**src/sv/dabd_pkg.sv**
```systemverilog
package dabd_pkg;

  // Number of classes taking part in the argmax (1..4 with the fixed port layout).
  localparam int unsigned NumClasses = 4;

  // Field widths
  localparam int unsigned CoordW  = 16;
  localparam int unsigned SizeW   = 15;
  localparam int unsigned ScoreW  = 16;
  localparam int unsigned ClassW  = 2;
  localparam int unsigned EdgeW   = 15;
  localparam int unsigned OutSzW  = 14;
  localparam int unsigned InvW    = 24;
  localparam int unsigned PadW    = 10;
  localparam int unsigned OrigW   = 13;

  // Bus widths
  localparam int unsigned InDataW  = 128;
  localparam int unsigned OutDataW = 80;
  localparam int unsigned CfgIdxW  = 3;
  localparam int unsigned CfgDataW = 24;

  // Register indexes
  localparam logic [CfgIdxW-1:0] RegScoreThreshold = 3'd0;
  localparam logic [CfgIdxW-1:0] RegInverseScale   = 3'd1;
  localparam logic [CfgIdxW-1:0] RegPadLeft        = 3'd2;
  localparam logic [CfgIdxW-1:0] RegPadTop         = 3'd3;
  localparam logic [CfgIdxW-1:0] RegCropOriginX    = 3'd4;
  localparam logic [CfgIdxW-1:0] RegCropOriginY    = 3'd5;

  // Register reset values
  localparam logic [ScoreW-1:0] ThresholdRst = 16'd16384;
  localparam logic [InvW-1:0]   InvScaleRst  = 24'd65536;

  // Saturation limits
  localparam logic signed [21:0] EdgeMax = 22'sd16383;
  localparam logic signed [21:0] EdgeMin = -22'sd16384;
  localparam logic [18:0]        SizeMax = 19'd16383;

endpackage

```
**src/sv/detector_anchor_box_decode_top.sv**
```systemverilog
// Anchor box decoder. Each input word carries one detector anchor (center,
// size, four class scores); the block picks the best class (lowest index on a
// tie), drops the anchor if that score is below score_threshold, and otherwise
// maps the box from the letterboxed canvas back to source image pixels and
// sends one output word. Throughput is one word per clock while the output is
// not stalled: a four-stage pipeline (argmax and edge setup, magnitude,
// multiply by inverse_scale, truncate/offset/saturate into the output
// register) with a valid bit per stage. Stalls are absorbed stage by stage,
// so a stage holding a bubble keeps taking words. Dropped anchors leave
// bubbles, so the output stream is thinner than the input. Write the
// configuration registers only while the pipeline is empty.
module detector_anchor_box_decode_top (
  input  logic                              clk_i,
  input  logic                              rst_ni,
  // config write port
  input  logic                              cfg_we_i,
  input  logic [dabd_pkg::CfgIdxW-1:0]      cfg_index_i,
  input  logic [dabd_pkg::CfgDataW-1:0]     cfg_data_i,
  // anchor stream in
  input  logic                              s_axis_tvalid_i,
  output logic                              s_axis_tready_o,
  // center_x[15:0], center_y[31:16], box_w[46:32], box_h[61:47],
  // score_0[77:62], score_1[93:78], score_2[109:94], score_3[125:110], zero pad
  input  logic [dabd_pkg::InDataW-1:0]      s_axis_tdata_i,
  // box stream out
  output logic                              m_axis_tvalid_o,
  input  logic                              m_axis_tready_i,
  // out_x[14:0], out_y[29:15], out_width[43:30], out_height[57:44],
  // best_score[73:58], best_class[75:74], zero pad
  output logic [dabd_pkg::OutDataW-1:0]     m_axis_tdata_o
);

  // ---------------------------------------------------------------------
  // Configuration registers
  // ---------------------------------------------------------------------
  logic [dabd_pkg::ScoreW-1:0] thr_q;
  logic [dabd_pkg::InvW-1:0]   inv_q;
  logic [dabd_pkg::PadW-1:0]   pad_l_q, pad_t_q;
  logic [dabd_pkg::OrigW-1:0]  orig_x_q, orig_y_q;

  always_ff @(posedge clk_i or negedge rst_ni) begin
    if (!rst_ni) begin
      thr_q    <= dabd_pkg::ThresholdRst;
      inv_q    <= dabd_pkg::InvScaleRst;
      pad_l_q  <= '0;
      pad_t_q  <= '0;
      orig_x_q <= '0;
      orig_y_q <= '0;
    end else if (cfg_we_i) begin
      unique case (cfg_index_i)
        dabd_pkg::RegScoreThreshold: thr_q    <= cfg_data_i[dabd_pkg::ScoreW-1:0];
        dabd_pkg::RegInverseScale:   inv_q    <= cfg_data_i[dabd_pkg::InvW-1:0];
        dabd_pkg::RegPadLeft:        pad_l_q  <= cfg_data_i[dabd_pkg::PadW-1:0];
        dabd_pkg::RegPadTop:         pad_t_q  <= cfg_data_i[dabd_pkg::PadW-1:0];
        dabd_pkg::RegCropOriginX:    orig_x_q <= cfg_data_i[dabd_pkg::OrigW-1:0];
        dabd_pkg::RegCropOriginY:    orig_y_q <= cfg_data_i[dabd_pkg::OrigW-1:0];
        default: ;  // unknown index: ignored
      endcase
    end
  end

  // ---------------------------------------------------------------------
  // Stall control: a stage loads when it is empty or its successor loads.
  // ---------------------------------------------------------------------
  logic v1_q, v2_q, v3_q, v4_q;
  logic rdy1, rdy2, rdy3, rdy4;

  assign rdy4 = !v4_q || m_axis_tready_i;
  assign rdy3 = !v3_q || rdy4;
  assign rdy2 = !v2_q || rdy3;
  assign rdy1 = !v1_q || rdy2;

  assign s_axis_tready_o = rdy1;

  // ---------------------------------------------------------------------
  // Stage 1: unpack, argmax, threshold, edge terms in Q.5
  // ---------------------------------------------------------------------
  logic signed [dabd_pkg::CoordW-1:0] cx, cy;
  logic [dabd_pkg::SizeW-1:0]         bw, bh;
  logic [dabd_pkg::ScoreW-1:0]        score [4];
  logic [dabd_pkg::ScoreW-1:0]        best_d;
  logic [dabd_pkg::ClassW-1:0]        cls_d;
  logic                               pass;
  logic signed [17:0]                 xs_d, ys_d;

  assign cx       = s_axis_tdata_i[15:0];
  assign cy       = s_axis_tdata_i[31:16];
  assign bw       = s_axis_tdata_i[46:32];
  assign bh       = s_axis_tdata_i[61:47];
  assign score[0] = s_axis_tdata_i[77:62];
  assign score[1] = s_axis_tdata_i[93:78];
  assign score[2] = s_axis_tdata_i[109:94];
  assign score[3] = s_axis_tdata_i[125:110];

  // strict compare keeps the lower class on a tie
  always_comb begin
    best_d = score[0];
    cls_d  = '0;
    for (int unsigned c = 1; c < dabd_pkg::NumClasses && c < 4; c++) begin
      if (score[c] > best_d) begin
        best_d = score[c];
        cls_d  = dabd_pkg::ClassW'(c);
      end
    end
  end

  assign pass = (best_d >= thr_q);

  // 2*c - size - 32*pad, exact in 18 bits
  assign xs_d = $signed({cx[dabd_pkg::CoordW-1], cx, 1'b0}) - $signed({3'b000, bw})
              - $signed({3'b000, pad_l_q, 5'b00000});
  assign ys_d = $signed({cy[dabd_pkg::CoordW-1], cy, 1'b0}) - $signed({3'b000, bh})
              - $signed({3'b000, pad_t_q, 5'b00000});

  logic [dabd_pkg::ScoreW-1:0] best1_q;
  logic [dabd_pkg::ClassW-1:0] cls1_q;
  logic signed [17:0]          xs1_q, ys1_q;
  logic [dabd_pkg::SizeW-1:0]  w1_q, h1_q;

  always_ff @(posedge clk_i or negedge rst_ni) begin
    if (!rst_ni) begin
      v1_q <= 1'b0;
    end else if (rdy1) begin
      v1_q <= s_axis_tvalid_i && pass;
    end
  end

  always_ff @(posedge clk_i) begin
    if (rdy1) begin
      best1_q <= best_d;
      cls1_q  <= cls_d;
      xs1_q   <= xs_d;
      ys1_q   <= ys_d;
      w1_q    <= bw;
      h1_q    <= bh;
    end
  end

  // ---------------------------------------------------------------------
  // Stage 2: sign and magnitude of the edge terms
  // ---------------------------------------------------------------------
  logic signed [17:0] xs_neg, ys_neg;
  logic [16:0]        xmag_d, ymag_d;

  assign xs_neg = -xs1_q;
  assign ys_neg = -ys1_q;
  assign xmag_d = xs1_q[17] ? xs_neg[16:0] : xs1_q[16:0];
  assign ymag_d = ys1_q[17] ? ys_neg[16:0] : ys1_q[16:0];

  logic                        xn2_q, yn2_q;
  logic [16:0]                 xm2_q, ym2_q;
  logic [dabd_pkg::SizeW-1:0]  w2_q, h2_q;
  logic [dabd_pkg::ScoreW-1:0] best2_q;
  logic [dabd_pkg::ClassW-1:0] cls2_q;

  always_ff @(posedge clk_i or negedge rst_ni) begin
    if (!rst_ni) begin
      v2_q <= 1'b0;
    end else if (rdy2) begin
      v2_q <= v1_q;
    end
  end

  always_ff @(posedge clk_i) begin
    if (rdy2) begin
      xn2_q   <= xs1_q[17];
      yn2_q   <= ys1_q[17];
      xm2_q   <= xmag_d;
      ym2_q   <= ymag_d;
      w2_q    <= w1_q;
      h2_q    <= h1_q;
      best2_q <= best1_q;
      cls2_q  <= cls1_q;
    end
  end

  // ---------------------------------------------------------------------
  // Stage 3: four parallel multiplies by inverse_scale (17x24, 15x24)
  // ---------------------------------------------------------------------
  logic [40:0] px_d, py_d;
  logic [38:0] pw_d, ph_d;

  assign px_d = {24'd0, xm2_q} * {17'd0, inv_q};
  assign py_d = {24'd0, ym2_q} * {17'd0, inv_q};
  assign pw_d = {24'd0, w2_q}  * {15'd0, inv_q};
  assign ph_d = {24'd0, h2_q}  * {15'd0, inv_q};

  logic                        xn3_q, yn3_q;
  logic [40:0]                 px3_q, py3_q;
  logic [38:0]                 pw3_q, ph3_q;
  logic [dabd_pkg::ScoreW-1:0] best3_q;
  logic [dabd_pkg::ClassW-1:0] cls3_q;

  always_ff @(posedge clk_i or negedge rst_ni) begin
    if (!rst_ni) begin
      v3_q <= 1'b0;
    end else if (rdy3) begin
      v3_q <= v2_q;
    end
  end

  always_ff @(posedge clk_i) begin
    if (rdy3) begin
      xn3_q   <= xn2_q;
      yn3_q   <= yn2_q;
      px3_q   <= px_d;
      py3_q   <= py_d;
      pw3_q   <= pw_d;
      ph3_q   <= ph_d;
      best3_q <= best2_q;
      cls3_q  <= cls2_q;
    end
  end

  // ---------------------------------------------------------------------
  // Stage 4: truncate toward zero, add crop origin, saturate
  // ---------------------------------------------------------------------
  logic [19:0]        qx, qy;
  logic signed [20:0] sx, sy;
  logic signed [21:0] ex, ey;
  logic [18:0]        qw, qh;
  logic [dabd_pkg::EdgeW-1:0]  ox_d, oy_d;
  logic [dabd_pkg::OutSzW-1:0] ow_d, oh_d;

  assign qx = px3_q[40:21];
  assign qy = py3_q[40:21];
  assign sx = xn3_q ? -$signed({1'b0, qx}) : $signed({1'b0, qx});
  assign sy = yn3_q ? -$signed({1'b0, qy}) : $signed({1'b0, qy});
  assign ex = $signed({sx[20], sx}) + $signed({9'd0, orig_x_q});
  assign ey = $signed({sy[20], sy}) + $signed({9'd0, orig_y_q});
  assign qw = pw3_q[38:20];
  assign qh = ph3_q[38:20];

  always_comb begin
    if (ex > dabd_pkg::EdgeMax)      ox_d = dabd_pkg::EdgeMax[dabd_pkg::EdgeW-1:0];
    else if (ex < dabd_pkg::EdgeMin) ox_d = dabd_pkg::EdgeMin[dabd_pkg::EdgeW-1:0];
    else                             ox_d = ex[dabd_pkg::EdgeW-1:0];
    if (ey > dabd_pkg::EdgeMax)      oy_d = dabd_pkg::EdgeMax[dabd_pkg::EdgeW-1:0];
    else if (ey < dabd_pkg::EdgeMin) oy_d = dabd_pkg::EdgeMin[dabd_pkg::EdgeW-1:0];
    else                             oy_d = ey[dabd_pkg::EdgeW-1:0];
    ow_d = (qw > dabd_pkg::SizeMax) ? dabd_pkg::SizeMax[dabd_pkg::OutSzW-1:0]
                                    : qw[dabd_pkg::OutSzW-1:0];
    oh_d = (qh > dabd_pkg::SizeMax) ? dabd_pkg::SizeMax[dabd_pkg::OutSzW-1:0]
                                    : qh[dabd_pkg::OutSzW-1:0];
  end

  logic [dabd_pkg::OutDataW-1:0] out_q;

  always_ff @(posedge clk_i or negedge rst_ni) begin
    if (!rst_ni) begin
      v4_q <= 1'b0;
    end else if (rdy4) begin
      v4_q <= v3_q;
    end
  end

  always_ff @(posedge clk_i) begin
    if (rdy4) begin
      out_q <= {4'd0, cls3_q, best3_q, oh_d, ow_d, oy_d, ox_d};
    end
  end

  assign m_axis_tvalid_o = v4_q;
  assign m_axis_tdata_o  = out_q;

endmodule

```
**config.mk**
```make
export PLATFORM = sky130hd
export DESIGN_NAME = detector_anchor_box_decode_top
export DESIGN_NICKNAME = d
export VERILOG_FILES = /design/src/sv/dabd_pkg.sv /design/src/sv/detector_anchor_box_decode_top.sv
export SDC_FILE = /design/constraint.sdc
export NUM_CORES = 2
export LEC_CHECK = 0
export BUFFER_PORTS_ARGS = -buffer_cell sky130_fd_sc_hd__buf_2
export CAP_MARGIN = 20
export CORE_ASPECT_RATIO = 1.25
export CORE_UTILIZATION = 37
export DETAILED_ROUTE_END_ITERATION = 8
export PLACE_DENSITY = 0.59
export SKIP_LAST_GASP = 1
export SLEW_MARGIN = 20
export SYNTH_ARGS = -nofsm -noshare
export SYNTH_HDL_FRONTEND = slang
export SYNTH_SLANG_ARGS = --single-unit
```
**constraint.sdc**
```tcl
create_clock -name clk_i -period 20.2 [get_ports clk_i]
set_input_delay 3.03 -clock clk_i [delete_from_list [all_inputs] [get_ports clk_i]]
set_output_delay 3.03 -clock clk_i [all_outputs]
set_load 0.1 [all_outputs]
```
==> flow_summary.ini <==
[detailed_routing]
wl_per_cell_um = 19.59
drt_iter0_drc = 2540
dr.pass1.iters = 6
totalWireLength_um = 181800
via_per_inst = 5.098
antenna_left = 0
drc_errors = 0
num_vias = 47320

[setup_path]
slowest_delay_ps = 670
crit_path_end_kind = flop
path_common_cell = a21o_1
cp-start-kind = input pin
critical_path_class = input pin to flop
slowest_stage = a21oi_1
critPathArrivalTime_ps = 12760
required_ps = 20680
crit_fanout = 52

[cts]
numCtsBuffers = 45
post_cts_resize_count = 0
clkTransAtPathRegs_ps = 70
cts-root-buf = clkbuf_16
cts_sinks = 432
cts_tree = done
cts.htree.levels = 2
insertion_delay_ps = 630
cts_hold_buffers = 0
postCtsSetupBuffers = 0
clockBufferDepth = 3

[sta]
fmax_mhz = 81.48
slew_headroom_pct = 30.45
period_needed_ps = 12270
rsz0062_at_grt = no
setup-violations-final = 0
slew_violations = 0
tightest_slew_ps = 1043
finalSetupTns_ps = 0
finalClockSkew_ps = 41.35
hold_viol = 0
fin_crit_sh_pct = 60.76

[yosys]
synthArstFlopShare_pct = 20.83
synth.avg_cell_area_um2 = 9.825
synth.distinct_cells = 95
ys_seq_area_share_pct = 18.74
syn_area_um2 = 66830
yosysWarnings = 0
ys_top_cells_by_area = fa_1 37%, edfxtp_1 15%, ha_1 10%
synth-seq-cells = 432
yosys.area.top_type_share_pct = 37.26
synth_enable_flop_cells = 342
synth_ff_type = edfxtp_1
synth_cells = 6802
yosysTopAreaCell = fa_1

[global_routing]
antenna_found_initial = 38
grt_util_all_layers_pct = 20.52
grt-ovfl-total = 0
grt_pass1_wl_um = 291800
grt_max_degree = 59
grt_pass1_vias = 51890

[run]
drv_cap = 0

[finish]
num-fill-cells = 17620
syn2layout_area_growth_pct = 8.151
instances_no_fill = 9282
fin_nets = 8812
design_area_um2 = 72280
drive_above_1_share_pct = 8.203

[floorplanning]
coreArea_um2 = 179600
ios = 242
start_util_pct = 37.21
die_h_um = 477.2
die_area_um2 = 182300
die_w_um = 382.1
core.rowCount = 174

[placed_design]
dp.cells = 9180
routabilityCongestion = 0.8733
hpwl_um = 136800
port_buffers = 235
placedInstanceArea_um2 = 70580

[status]
status = finished, final reports clean

[hold_path]
hold_class = flop to flop
-- per-layer routing --
| layer | share of wire [%] | global-route usage [%] | vias up |
|---|---|---|---|
| li1 | - | - | 21010 |
| met1 | 40 | 25.18 | 24640 |
| met2 | 51 | 36.58 | 1300 |
| met3 | 6.2 | 3.223 | 325 |
| met4 | 3.3 | 6.494 | 36 |
| met5 | 0.12 | 0 | - |
-- cells in the final DEF (no fill, tap or decap), types with 26 or more instances in the layout --
cell	instances
and2_1	513
nand2_1	1174
mux2_2	66
or3_1	49
nor2_1	126
nor3_1	38
dfrtp_1	65
clkbuf_16	48
buf_4	111
mux2i_1	43
a21oi_1	111
edfxtp_1	342
nand3_1	31
fa_1	1244
xor2_1	50
o21a_1	26
a21o_1	64
xnor2_1	134
nand2b_1	32
ha_1	557
inv_1	1307
buf_2	234
o21ai_0	126
-- metrics by stage --
stage | hold WS, ps | worst slack [ps] | util, %
3_5_place_dp | 404.5 | 7289 | 39.29
4_1_cts | 410.3 | 7922 | 40.22
3_3_place_gp | 403.3 | 7275 | 39.29
6_report | 414.0 | 7927 | 40.24
2_1_floorplan | 400.3 | 8810 | -
5_1_grt | 417.0 | 7422 | 40.23
-- worst max-delay path, delay by kind of cell --
kind / cells / cell delay (ps)
adder cells (fa/ha/maj): 4 / 1000
AO/OA/AOI/OAI: 21 / 4670
multiplexers: 3 / 730
AND/OR/NAND/NOR: 11 / 1900
buffers and inverters: 6 / 1350
-- final cells by class --
class	count	area, µm²	share of cell area (%)
Multi-Input combinational cell	4718	48130	66.58
Sequential cell	432	12550	17.37
Inverter	1309	4918	6.805
Tap cell	2376	2973	4.113
Timing Repair Buffer	345	2004	2.773
Clock buffer	54	1234	1.707
Clock inverter	30	426.7	0.5903
Antenna cell	18	45.04	0.06232
-- synthesized netlist by cell type, drive strengths merged, types with 51 or more instances --
master,number
inv,1309
a21o,65
nor2,126
dfrtp,88
a21oi,112
xor2,51
ha,557
and2,514
nand2,1175
fa,1244
xnor2,134
mux2,66
clkbuf,328
o21ai,132
edfxtp,342
or3,51
-- cells by family (layout without fill, tap and decap cells) --
group / count (synthesis) / count (layout) / synth area share, %
mux: 109 / 109 / 1.756
xor+xnor: 185 / 185 / 2.436
simple gates: 2107 / 2107 / 14.93
fa+ha+maj: 1801 / 1801 / 47.69
other cells: 1 / 22 / 0.005611
compound gates: 512 / 512 / 5.072
buf+inv: 1655 / 1738 / 9.370
flops: 432 / 432 / 18.74
-- path summary, 6_finish.rpt --
path | from | to | slack (ps) | depth (start not counted)
setup / recovery | s_axis_tdata_i[63] | v1_q$_DFFE_PN0P_ | 7930 | 45
hold / removal | best2_q[3]$_DFFE_PP_ | best3_q[3]$_DFFE_PP_ | 410 | 0
setup reg to reg | inv_q[16]$_DFFE_PN1P_ | py3_q[39]$_DFFE_PP_ | 12140 | 23
hold reg to reg | best2_q[3]$_DFFE_PP_ | best3_q[3]$_DFFE_PP_ | 410 | 0
max in group asynchronous | rst_ni | inv_q[3]$_DFFE_PN0P_ | 16410 | 2
min in group asynchronous | rst_ni | orig_x_q[6]$_DFFE_PN0P_ | 2410 | 1
-- sequential cells by signal, summed over array words and instances (netlist names), 17 cells and up --
signal          count
xs1_q              18
m_axis_tdata_o     76
ph3_q              19
xm2_q              17
ys1_q              18
ym2_q              17
px3_q              20
py3_q              20
inv_q              24
pw3_q              19
Power is not shown: default switching activity piles up to over one toggle a cycle in this logic, so the estimate is an artifact.
